### config.mk
export PLATFORM = sky130hd
export DESIGN_NAME = tmhq_ctrl
export DESIGN_NICKNAME = d
export VERILOG_FILES = /design/src/hdl/tmhq_pkg.sv /design/src/hdl/tmhq_ctrl.sv
export SDC_FILE = /design/constraint.sdc
export NUM_CORES = 1
export LEC_CHECK = 0
export CORE_MARGIN = 5
export CORE_UTILIZATION = 50
export DETAILED_ROUTE_END_ITERATION = 10
export DONT_BUFFER_PORTS = 1
export HOLD_SLACK_MARGIN = 0.12
export PLACE_DENSITY = 0.65
export SYNTH_ARGS = -nofsm -noshare
export SYNTH_HDL_FRONTEND = slang
export SYNTH_SLANG_ARGS = --single-unit
### constraint.sdc
create_clock -name clk -period 1.7 [get_ports clk]
set_input_delay 0.085 -clock clk [delete_from_list [all_inputs] [get_ports clk]]
set_output_delay 0.085 -clock clk [all_outputs]
set_load 0.1 [all_outputs]
### src/hdl/tmhq_pkg.sv
`timescale 1ns / 1ps
// Shared codes, control and status bundles for the timer min-heap queue.
// No dependencies; every other file imports this package.
package tmhq_pkg;

    typedef logic [1:0] cmd_t;
    typedef logic [2:0] kind_t;

    localparam cmd_t CMD_ADD    = 2'd0;
    localparam cmd_t CMD_CANCEL = 2'd1;
    localparam cmd_t CMD_TICK   = 2'd2;

    localparam kind_t KIND_ADDED     = 3'd0;
    localparam kind_t KIND_FULL      = 3'd1;
    localparam kind_t KIND_CANCELLED = 3'd2;
    localparam kind_t KIND_NOT_FOUND = 3'd3;
    localparam kind_t KIND_FIRED     = 3'd4;
    localparam kind_t KIND_IDLE      = 3'd5;

    localparam int MAX_FIRES = 64;
    localparam int FIRE_W    = $clog2(MAX_FIRES + 1);

    // Commands from the sequencer to the datapath.
    typedef struct packed {
        logic  ready;
        logic  latch_in;
        logic  add_init;
        logic  rearm_init;
        logic  tick_inc;
        logic  up_read;
        logic  up_step;
        logic  place;
        logic  top_read;
        logic  top_latch;
        logic  pop_read;
        logic  pop_load;
        logic  down_read;
        logic  down_step;
        logic  scan_read;
        logic  scan_next;
        logic  cancel_wr;
        logic  fire;
        logic  emit;
        kind_t emit_kind;
        logic  emit_last;
    } ctl_t;

    // Status from the datapath back to the sequencer.
    typedef struct packed {
        cmd_t cmd;
        logic full;
        logic empty;
        logic idx_zero;
        logic up_swap;
        logic sd_leaf;
        logic sd_stop;
        logic scan_end;
        logic scan_hit;
        logic top_live;
        logic top_due;
        logic fire_ok;
        logic top_periodic;
        logic pend_valid;
        logic out_free;
    } sts_t;

endpackage

### src/hdl/tmhq_ctrl.sv
`timescale 1ns / 1ps
// Sequencer for add, cancel and tick: drives heap walks and result emission.
// Depends on tmhq_pkg; controls tmhq_dp.
module tmhq_ctrl (
    input  logic           clk,
    input  logic           rst_n,
    input  logic           in_valid,
    input  tmhq_pkg::sts_t sts,
    output tmhq_pkg::ctl_t ctl
);
    import tmhq_pkg::*;

    localparam logic [4:0] S_IDLE    = 5'd0;
    localparam logic [4:0] S_DISP    = 5'd1;
    localparam logic [4:0] S_ADD     = 5'd2;
    localparam logic [4:0] S_SU_READ = 5'd3;
    localparam logic [4:0] S_SU_CMP  = 5'd4;
    localparam logic [4:0] S_EM_ADD  = 5'd5;
    localparam logic [4:0] S_EM_FULL = 5'd6;
    localparam logic [4:0] S_C_READ  = 5'd7;
    localparam logic [4:0] S_C_CHK   = 5'd8;
    localparam logic [4:0] S_EM_CAN  = 5'd9;
    localparam logic [4:0] S_EM_NF   = 5'd10;
    localparam logic [4:0] S_T_START = 5'd11;
    localparam logic [4:0] S_T_TOP   = 5'd12;
    localparam logic [4:0] S_T_DEC   = 5'd13;
    localparam logic [4:0] S_POP     = 5'd14;
    localparam logic [4:0] S_SD_READ = 5'd15;
    localparam logic [4:0] S_SD_CMP  = 5'd16;
    localparam logic [4:0] S_T_FIRE  = 5'd17;
    localparam logic [4:0] S_T_END   = 5'd18;

    logic [4:0] state_reg, state_next;
    logic [4:0] ret_reg, ret_next;
    logic       phase2_reg, phase2_next;
    logic       do_pop;

    always_comb
    begin
        ctl         = '0;
        state_next  = state_reg;
        ret_next    = ret_reg;
        phase2_next = phase2_reg;
        do_pop      = 1'b0;

        unique case (state_reg)
            S_IDLE:
            begin
                ctl.ready    = 1'b1;
                ctl.latch_in = in_valid;
                if (in_valid)
                begin
                    state_next = S_DISP;
                end
            end
            S_DISP:
            begin
                unique case (sts.cmd)
                    CMD_ADD:    state_next = S_ADD;
                    CMD_CANCEL: state_next = S_C_READ;
                    CMD_TICK:   state_next = S_T_START;
                    default:    state_next = S_IDLE;
                endcase
            end
            S_ADD:
            begin
                if (sts.full)
                begin
                    state_next = S_EM_FULL;
                end
                else
                begin
                    ctl.add_init = 1'b1;
                    ret_next     = S_EM_ADD;
                    state_next   = S_SU_READ;
                end
            end
            S_SU_READ:
            begin
                if (sts.idx_zero)
                begin
                    ctl.place  = 1'b1;
                    state_next = ret_reg;
                end
                else
                begin
                    ctl.up_read = 1'b1;
                    state_next  = S_SU_CMP;
                end
            end
            S_SU_CMP:
            begin
                if (sts.up_swap)
                begin
                    ctl.up_step = 1'b1;
                    state_next  = S_SU_READ;
                end
                else
                begin
                    ctl.place  = 1'b1;
                    state_next = ret_reg;
                end
            end
            S_C_READ:
            begin
                if (sts.scan_end)
                begin
                    state_next = S_EM_NF;
                end
                else
                begin
                    ctl.scan_read = 1'b1;
                    state_next    = S_C_CHK;
                end
            end
            S_C_CHK:
            begin
                if (sts.scan_hit)
                begin
                    ctl.cancel_wr = 1'b1;
                    state_next    = S_EM_CAN;
                end
                else
                begin
                    ctl.scan_next = 1'b1;
                    state_next    = S_C_READ;
                end
            end
            S_EM_ADD, S_EM_FULL, S_EM_CAN, S_EM_NF:
            begin
                if (sts.out_free)
                begin
                    ctl.emit      = 1'b1;
                    ctl.emit_last = 1'b1;
                    state_next    = S_IDLE;
                end
                unique case (state_reg)
                    S_EM_ADD:  ctl.emit_kind = KIND_ADDED;
                    S_EM_FULL: ctl.emit_kind = KIND_FULL;
                    S_EM_CAN:  ctl.emit_kind = KIND_CANCELLED;
                    default:   ctl.emit_kind = KIND_NOT_FOUND;
                endcase
            end
            S_T_START:
            begin
                ctl.tick_inc = 1'b1;
                phase2_next  = 1'b0;
                state_next   = S_T_TOP;
            end
            S_T_TOP:
            begin
                // Fetch the root; its data is valid in the next state.
                ctl.top_read = 1'b1;
                state_next   = S_T_DEC;
            end
            S_T_DEC:
            begin
                ctl.top_latch = 1'b1;
                state_next    = S_T_END;
                // An empty heap ends the tick at once.
                if (!sts.empty)
                begin
                    if (!phase2_reg && !sts.top_live)
                    begin
                        do_pop   = 1'b1;
                        ret_next = S_T_TOP;
                    end
                    else if (sts.top_due && sts.fire_ok)
                    begin
                        phase2_next = 1'b1;
                        do_pop      = 1'b1;
                        ret_next    = sts.top_live ? S_T_FIRE : S_T_TOP;
                    end
                    else
                    begin
                        phase2_next = 1'b1;
                    end
                end
                if (do_pop)
                begin
                    ctl.pop_read = 1'b1;
                    state_next   = S_POP;
                end
            end
            S_POP:
            begin
                ctl.pop_load = 1'b1;
                state_next   = S_SD_READ;
            end
            S_SD_READ:
            begin
                if (sts.sd_leaf)
                begin
                    ctl.place  = 1'b1;
                    state_next = ret_reg;
                end
                else
                begin
                    ctl.down_read = 1'b1;
                    state_next    = S_SD_CMP;
                end
            end
            S_SD_CMP:
            begin
                if (sts.sd_stop)
                begin
                    ctl.place  = 1'b1;
                    state_next = ret_reg;
                end
                else
                begin
                    ctl.down_step = 1'b1;
                    state_next    = S_SD_READ;
                end
            end
            S_T_FIRE:
            begin
                ctl.emit_kind = KIND_FIRED;
                if (!sts.pend_valid || sts.out_free)
                begin
                    ctl.fire = 1'b1;
                    ctl.emit = sts.pend_valid;
                    if (sts.top_periodic)
                    begin
                        ctl.rearm_init = 1'b1;
                        ret_next       = S_T_TOP;
                        state_next     = S_SU_READ;
                    end
                    else
                    begin
                        state_next = S_T_TOP;
                    end
                end
            end
            S_T_END:
            begin
                ctl.emit_kind = sts.pend_valid ? KIND_FIRED : KIND_IDLE;
                ctl.emit_last = 1'b1;
                if (sts.out_free)
                begin
                    ctl.emit   = 1'b1;
                    state_next = S_IDLE;
                end
            end
            default:
            begin
                state_next = S_IDLE;
            end
        endcase
    end

    always_ff @(posedge clk or negedge rst_n)
    begin
        if (!rst_n)
        begin
            state_reg  <= S_IDLE;
            ret_reg    <= S_IDLE;
            phase2_reg <= 1'b0;
        end
        else
        begin
            state_reg  <= state_next;
            ret_reg    <= ret_next;
            phase2_reg <= phase2_next;
        end
    end

endmodule

==> impl_metrics.env, run 1 <==
export IMPL_ios=42
export IMPL_synth_largest_area_cell="sky130_fd_sc_hd__dfrtp_1"
export IMPL_synth_top_area_share_pct=18.71
export IMPL_synthCells=172
export IMPL_cts_repair_resized=67
export IMPL_clk_root_buffer_cell="sky130_fd_sc_hd__clkbuf_4"
export IMPL_port_buffer_count=0
export IMPL_cell_rows=18
export IMPL_vert_die_dim_microns=61.72
export IMPL_floorplan_die_width_microns=61.72
export IMPL_synth_seq_cells=10
export IMPL_synth_area_leaders="sky130_fd_sc_hd__dfrtp_1 19%, sky130_fd_sc_hd__nor3_1 5.2%, sky130_fd_sc_hd__nor2_1 4.8%, sky130_fd_sc_hd__buf_6 3.4%, sky130_fd_sc_hd__mux2_4 3.4%"
export IMPL_synthesis_nets=194
export IMPL_clock_tree_buf_depth=2
export IMPL_cts_htree_levels=1
export IMPL_placement_cell_area_sq_mm=0.002233
export IMPL_postCtsSetupRepairBufs=15
export IMPL_primary_flip_flop_cell_chosen_by_synthesis_mapping="sky130_fd_sc_hd__dfrtp_1"
export IMPL_hpwlAfterDp_microns=4509
export IMPL_stop_stage="clock tree synthesis (4_1_cts)"
export IMPL_syn_cell_area_sq_mm=0.001338
export IMPL_yosys_cell_types_count=51
export IMPL_starting_density_pct=53.03
export IMPL_run_stop_error="[ERROR DPL-0038] Utilization greater than 100%, impossible to legalize"
export IMPL_holdBufCountCts=4
export IMPL_yosysWarningCount=0
export IMPL_synth_edff_count=0
export IMPL_ys_async_sr_fraction_pct=100.0
export IMPL_gp_congestion=1.025
export IMPL_sequential_cell_area_fraction_in_the_yosys_report_pct=18.71
export IMPL_clock_sinks=10
export IMPL_cts_inserted_buffers=3
export IMPL_run_status="aborted with a tool error"
export IMPL_avgSynthCellArea_sq_um=7.776
==> logic make-up after synthesis <==
family          after synthesis  share of synthesized area (%)
simple gates                 88                          38.73
xor+xnor                      1                         0.6549
flops                        10                          18.71
buf+inv                      22                          9.634
fa+ha+maj                     3                          2.807
mux                           9                          8.045
compound gates               39                          21.42
==> cell usage after synthesis, types with 3 or more instances <==
cell type                  count
sky130_fd_sc_hd__a211oi_1      5
sky130_fd_sc_hd__a21o_1        4
sky130_fd_sc_hd__or4b_1        3
sky130_fd_sc_hd__a21oi_1       8
sky130_fd_sc_hd__nand3_1       3
sky130_fd_sc_hd__nand3b_1      4
sky130_fd_sc_hd__inv_1         8
sky130_fd_sc_hd__nor3_1       14
sky130_fd_sc_hd__o211ai_1      3
sky130_fd_sc_hd__buf_6         4
sky130_fd_sc_hd__o21ai_0       7
sky130_fd_sc_hd__nor2_1       17
sky130_fd_sc_hd__ha_1          3
sky130_fd_sc_hd__nand2_1       9
sky130_fd_sc_hd__dfrtp_1      10
sky130_fd_sc_hd__mux2_4        3
sky130_fd_sc_hd__buf_2         7
sky130_fd_sc_hd__and3_1        5
sky130_fd_sc_hd__nor2b_1       3
sky130_fd_sc_hd__nand2b_1      4
sky130_fd_sc_hd__nor3b_1       4
sky130_fd_sc_hd__nand4b_1      3
sky130_fd_sc_hd__and2_1        5
sky130_fd_sc_hd__mux2i_1       4
==> metrics by stage <==
step                      setup slack [ns]  hold slack, ns  instances  TNS [ns]
after detailed placement           -0.2546         -0.2103        263    -2.178
after global placement             -0.2056         -0.2103        263    -1.374
after floorplan                    -0.5890         -0.2106        172    -4.165
==> run 2, diff against run 1 <==
--- a/config.mk
+++ b/config.mk
@@ -6,11 +6,10 @@
 export NUM_CORES = 1
 export LEC_CHECK = 0
 export CORE_MARGIN = 5
-export CORE_UTILIZATION = 50
+export CORE_UTILIZATION = 35
 export DETAILED_ROUTE_END_ITERATION = 10
 export DONT_BUFFER_PORTS = 1
-export HOLD_SLACK_MARGIN = 0.12
-export PLACE_DENSITY = 0.65
+export PLACE_DENSITY_LB_ADDON = 0.15
 export SYNTH_ARGS = -nofsm -noshare
 export SYNTH_HDL_FRONTEND = slang
 export SYNTH_SLANG_ARGS = --single-unit
==> constraint.sdc (replaced) <==
create_clock -name clk -period 2.2 [get_ports clk]
set_input_delay 0.11 -clock clk [delete_from_list [all_inputs] [get_ports clk]]
set_output_delay 0.11 -clock clk [all_outputs]
set_load 0.1 [all_outputs]
==> impl_metrics.env, run 2 <==
export IMPL_timing_clock_skew_ns=0.002691
export IMPL_cell_rows=22
export IMPL_detail_route_wl_per_cell_microns=18.73
export IMPL_clock_tree_buf_depth=2
export IMPL_synthCells=172
export IMPL_clk_root_buffer_cell="sky130_fd_sc_hd__clkbuf_8"
export IMPL_drive_above_1_share_pct=40.19
export IMPL_synth_cell_count_leaders="17 x sky130_fd_sc_hd__nor2_1, 14 x sky130_fd_sc_hd__nor3_1, 10 x sky130_fd_sc_hd__dfrtp_1"
export IMPL_max_vdd_ir_drop_v=0.0005296
export IMPL_rr_endpoint="state_reg[2]"
export IMPL_grtUsageTotal_pct=19.19
export IMPL_grt_setup_unrepaired="no"
export IMPL_syn_cell_area_sq_mm=0.001338
export IMPL_vias_in_the_first_global_route=1507
export IMPL_leftover_overflow_at_the_end_of_global_routing=0
export IMPL_critical_path_maximum_fanout=11
export IMPL_synth_seq_cells=10
export IMPL_vias=1547
export IMPL_min_path_cells=3
export IMPL_hpwlAfterDp_microns=3903
export IMPL_synth_area_leaders="sky130_fd_sc_hd__dfrtp_1 19%, sky130_fd_sc_hd__nor3_1 5.2%, sky130_fd_sc_hd__nor2_1 4.8%, sky130_fd_sc_hd__buf_6 3.4%, sky130_fd_sc_hd__mux2_4 3.4%"
export IMPL_finalSetupViolations=0
export IMPL_viasPerCell=5.905
export IMPL_tritoncts="yes"
export IMPL_sequential_cell_area_fraction_in_the_yosys_report_pct=18.71
export IMPL_synthesis_nets=194
export IMPL_leakagePower_uw=0.0008457
export IMPL_finalCritPeriodShare_pct=97.42
export IMPL_port_buffer_count=0
export IMPL_critical_path_max_stage_delay_ns=0.57
export IMPL_r2r_slack_ns=0.20
export IMPL_worstPathCellList="or4b_4 -> a21o_1 -> a21oi_1 -> a21o_1 -> buf_12"
export IMPL_nNetsFinal=237
export IMPL_ys_async_sr_fraction_pct=100.0
export IMPL_critPathMostFrequentCell="sky130_fd_sc_hd__a21o_1"
export IMPL_yosys_cell_types_count=51
export IMPL_starting_density_pct=36.26
export IMPL_yosysWarningCount=0
export IMPL_cts_inserted_buffers=3
export IMPL_cts_htree_levels=1
export IMPL_grt_start_max_net_pins=20
export IMPL_antenna_violations_before_repair=0
export IMPL_cts_clk_slew_worst_paths_ns=0.05
export IMPL_worst_path_buf_inv=1
export IMPL_layoutNonFillerInstCount=262
export IMPL_post_place_cells=250
export IMPL_maxCapViolations=0
export IMPL_slew_violations=0
export IMPL_synth_most_common_cell="sky130_fd_sc_hd__nor2_1"
export IMPL_timing_hold_worst_class="in2reg"
export IMPL_final_hold_viol_count=0
export IMPL_crit_reg2reg_launch="state_reg[3]"
export IMPL_drt_pre_antenna_iters=4
export IMPL_r2r_worst_path_cells=6
export IMPL_drt_total_wl_microns=4908
export IMPL_run_status="finished clean"
export IMPL_clock_sinks=10
export IMPL_vert_die_dim_microns=71.82
export IMPL_primary_flip_flop_cell_chosen_by_synthesis_mapping="sky130_fd_sc_hd__dfrtp_1"
export IMPL_first_iter_violations=109
export IMPL_hold_start="sts[12]"
export IMPL_floorplan_die_width_microns=71.82
export IMPL_worstMarginPinSlew_ns=0.4584
export IMPL_layout_area_overhead_vs_synth_pct=44.90
export IMPL_synth_edff_count=0
export IMPL_finalCriticalPeriod_ns=2.143
export IMPL_worstSkewPairLatency_ns=0.24
export IMPL_arrival_ns=2.03
export IMPL_grt_pass1_wl_microns=7852
export IMPL_fmax_ghz=0.4666
export IMPL_final_antenna_net_count=0
export IMPL_path_class="reg2out"
export IMPL_worstHoldEndpoint="phase2_reg"
export IMPL_worstSetupStartpoint="state_reg[1]"
export IMPL_synth_largest_area_cell="sky130_fd_sc_hd__dfrtp_1"
export IMPL_antennaDiodeCount=0
export IMPL_mostFrequentLayoutCells="45 x sky130_fd_sc_hd__buf_4, 10 x sky130_fd_sc_hd__nor3_1, 9 x sky130_fd_sc_hd__nor2_1, 9 x sky130_fd_sc_hd__nand2_1"
export IMPL_critical_path_top_delay_family="simple AND/OR/NAND/NOR gates"
export IMPL_slew_headroom_pct=69.34
export IMPL_timing_critical_path_required_ns=2.09
export IMPL_drc=0
export IMPL_die_area_sq_mm=0.005158
export IMPL_mostFrequentLayoutCell="sky130_fd_sc_hd__buf_4"
export IMPL_crit_path_top_delay_cell="sky130_fd_sc_hd__or4b_4"
export IMPL_core_area_sq_mm=0.003689
export IMPL_ios=42
export IMPL_design_power_total_uw=2818
export IMPL_worst_setup_path_start_kind="register"
export IMPL_powerDensity_mw_per_mm2=1454
export IMPL_avgSynthCellArea_sq_um=7.776
export IMPL_largest_register_ffs=5
export IMPL_synth_top_area_share_pct=18.71
export IMPL_worstSetupEndpointType="output port"
export IMPL_gp_congestion=0.9474
[run 2: logic make-up after synthesis]
kind of cell	count (synthesis)	synth area share (%)
buffers and inverters	22	9.634
XOR/XNOR	1	0.6549
AO/OA/AOI/OAI	39	21.42
adder cells (fa/ha/maj)	3	2.807
multiplexers	9	8.045
flip-flops	10	18.71
AND/OR/NAND/NOR	88	38.73
[run 2: how the worst max path moves through the flow]
stage	slack (ns)	to	cells past startpoint
2_1_floorplan	-0.66	ctl[8]	4
3_3_place_gp	0.14	ctl[15]	5
3_5_place_dp	0.13	ctl[15]	5
4_1_cts	0.04	ctl[15]	5
5_1_grt	0.009	ctl[15]	5
6_report	0.06	ctl[15]	5
[run 2: power by group]
group / internal [uW] / switching [uW]
logic: 858 / 1330
registers: 263 / 138
clock network: 157 / 73.5
[run 2: area by class of cell]
type | instances | area (sq um)
Fill cell | 375 | 1750
Multi-Input combinational cell | 140 | 1070
Timing Repair Buffer | 52 | 467.9
Sequential cell | 10 | 255.2
Tap cell | 48 | 60.06
Clock buffer | 4 | 55.05
Inverter | 8 | 30.03
[run 2: metal layers]
layer  vias to the layer above  share of wire (%)  track usage [%]
li1                        721                  -                -
met1                       742                 38            24.05
met2                        77                 49            32.04
met3                         7                 12            4.488
met4                         0                1.5            6.681
met5                         -                  0                0
[run 2: through the flow]
| stage | TNS, ns | setup slack (ns) | hold slack, ns | instance area [sq um] | utilization (%) |
|---|---|---|---|---|---|
| 3_5_place_dp | 0 | 0.1309 | -0.1854 | 1812 | 49.12 |
| 5_1_grt | 0 | 0.009321 | 0.05687 | 1938 | 52.54 |
| 3_3_place_gp | 0 | 0.1376 | -0.1853 | 1812 | 49.12 |
| 6_report | 0 | 0.05668 | 0.05518 | 1938 | 52.54 |
| 2_1_floorplan | -1.477 | -0.6597 | -0.1856 | 1421 | - |
| 4_1_cts | 0 | 0.04107 | 0.05407 | 1892 | 51.29 |
[run 2: what timing repair did]
action,4_1_cts,5_1_grt
hold buffers,1,0
hold endpoints to repair,10,0
setup endpoints to repair,1,5
setup buffers,1,6
pin swaps,0,0
gates resized for setup,4,1
[run 2: tightest hold or removal path, cell delays in order]
cell	delay, ns
sky130_fd_sc_hd__nor2_1	0.02
sky130_fd_sc_hd__nor2_1	0.07
sky130_fd_sc_hd__nor2_1	0.05
Note: power is estimated with default switching activity, not from simulation.
==> run 3, diff against run 2 <==
--- a/config.mk
+++ b/config.mk
@@ -9,7 +9,7 @@
 export CORE_UTILIZATION = 35
 export DETAILED_ROUTE_END_ITERATION = 10
 export DONT_BUFFER_PORTS = 1
-export PLACE_DENSITY_LB_ADDON = 0.15
+export PLACE_DENSITY = 0.57
 export SYNTH_ARGS = -nofsm -noshare
 export SYNTH_HDL_FRONTEND = slang
 export SYNTH_SLANG_ARGS = --single-unit
==> impl_metrics.env, run 3 (synthesized netlist as in run 2, its figures left out) <==
export IMPL_drt_total_wl_microns=4809
export IMPL_timing_hold_worst_class="in2reg"
export IMPL_vias=1534
export IMPL_mostFrequentLayoutCell="sky130_fd_sc_hd__buf_4"
export IMPL_post_place_setup_slack_ns=0.09174
export IMPL_starting_density_pct=36.26
export IMPL_arrival_ns=2.02
export IMPL_port_buffer_count=0
export IMPL_finalCriticalPeriod_ns=2.126
export IMPL_viasPerCell=5.877
export IMPL_ios=42
export IMPL_powerDensity_mw_per_mm2=1459
export IMPL_worstSkewPairLatency_ns=0.23
export IMPL_final_antenna_net_count=0
export IMPL_drt_pre_antenna_iters=4
export IMPL_leftover_overflow_at_the_end_of_global_routing=0
export IMPL_worstSetupEndpointType="output port"
export IMPL_drc=0
export IMPL_post_place_cells=252
export IMPL_worst_setup_path_start_kind="register"
export IMPL_max_vdd_ir_drop_v=0.0004473
export IMPL_vias_in_the_first_global_route=1457
export IMPL_die_area_sq_mm=0.005158
export IMPL_layout_area_overhead_vs_synth_pct=43.03
export IMPL_floorplan_die_width_microns=71.82
export IMPL_detail_route_wl_per_cell_microns=18.43
export IMPL_cell_rows=22
export IMPL_run_status="finished clean"
export IMPL_core_area_sq_mm=0.003689
export IMPL_grt_setup_unrepaired="no"
export IMPL_gp_congestion=0.9023
export IMPL_slew_headroom_pct=69.97
export IMPL_grt_start_max_net_pins=17
export IMPL_nNetsFinal=236
export IMPL_clock_tree_buf_depth=2
export IMPL_post_route_cell_area_sq_mm=0.001913
export IMPL_tritoncts="yes"
export IMPL_first_iter_violations=158
export IMPL_area_taken_by_multi_input_logic_gates_sq_mm=0.001066
export IMPL_largest_register_ffs=5
export IMPL_cts_clk_slew_worst_paths_ns=0.05
export IMPL_slew_violations=0
export IMPL_grtUsageTotal_pct=18.37
export IMPL_layoutNonFillerInstCount=261
export IMPL_maxCapViolations=0
export IMPL_antenna_violations_before_repair=0
export IMPL_drive_above_1_share_pct=38.97
export IMPL_clock_sinks=10
export IMPL_timing_critical_path_required_ns=2.09
export IMPL_fmax_ghz=0.4703
export IMPL_critical_path_maximum_fanout=16
export IMPL_clk_root_buffer_cell="sky130_fd_sc_hd__clkbuf_8"
export IMPL_final_core_util_pct=51.87
export IMPL_regArea_sq_um=254.0
export IMPL_worstMarginPinSlew_ns=0.4490
export IMPL_hpwlAfterDp_microns=3999
export IMPL_final_hold_viol_count=0
export IMPL_cts_htree_levels=1
export IMPL_antennaDiodeCount=0
export IMPL_mostFrequentLayoutCells="45 x sky130_fd_sc_hd__buf_4, 10 x sky130_fd_sc_hd__nor3_1, 9 x sky130_fd_sc_hd__nor2_1, 9 x sky130_fd_sc_hd__nand2_1"
export IMPL_finalSetupTns_ns=0
export IMPL_grt_pass1_wl_microns=7548
export IMPL_timing_clock_skew_ns=0.002739
export IMPL_final_fill_count=343
export IMPL_placement_cell_area_sq_mm=0.001814
export IMPL_leakagePower_uw=0.0008376
export IMPL_path_class="reg2out"
export IMPL_final_critical_path_setup_slack_ns=0.07364
export IMPL_cts_inserted_buffers=3
export IMPL_finalCritPeriodShare_pct=96.65
export IMPL_finalSetupViolations=0
export IMPL_vert_die_dim_microns=71.82
run 3: cell types whose count changed in the layout (fill, tap and decap cells not counted), sizes merged:
cell	change
buf	-1
run 3: where the power goes:
group	leakage [uW]	switching [uW]	internal, uW
logic	0.000690	1330	840
clock network	0.0000288	72.9	157
registers	0.000119	131	260
total	0.000838	1530	1260
run 3: area by class of cell:
cell class	count	area share [%]
inverter	8	1.570
multi-input combinational	140	55.72
tap	48	3.139
sequential	10	13.28
timing repair buffer	51	23.41
clock buffer	4	2.878
run 3: routing by layer:
metal  track usage [%]  vias to the layer above  share of wire (%)
met5                 0                        -                  0
met4             4.593                        0               0.60
met3             3.787                        4                 11
met2             31.43                       80                 49
met1             23.44                      735                 40
li1                  -                      715                  -
run 3: stage by stage:
step	total power [uW]	hold WS [ns]
2_1_floorplan	1862	-0.1856
3_3_place_gp	2463	-0.1853
3_5_place_dp	2487	-0.1854
4_1_cts	2735	0.04882
5_1_grt	2941	0.08422
6_report	2791	0.05115
run 3: worst paths after layout:
path	startpoint	to	slack (ns)	depth (start not counted)
worst max-delay path	state_reg[2]	ctl[15]	0.07	5
worst min-delay path	sts[12]	phase2_reg	0.05	3
worst max register to register	state_reg[3]	state_reg[2]	0.09	6
worst min register to register	phase2_reg	phase2_reg	0.52	2
max in group asynchronous	rst_n	state_reg[2]	1.60	1
min in group asynchronous	rst_n	ret_reg[4]	0.26	1
run 3: critical path, cell delays in order (launching register included):
cell                      delay, ns
sky130_fd_sc_hd__dfrtp_2       0.54
sky130_fd_sc_hd__or4b_1        0.52
sky130_fd_sc_hd__a21o_1        0.19
sky130_fd_sc_hd__a21oi_1       0.19
sky130_fd_sc_hd__a21o_1        0.15
sky130_fd_sc_hd__buf_12        0.18
run 3: repair_timing:
action	in CTS	in global routing
gates resized for setup	2	1
setup buffers	0	4
pin swaps	0	0
cloned	0	0
hold endpoints to repair	10	0
endpoints found under the setup margin	1	2
hold buffers	1	0
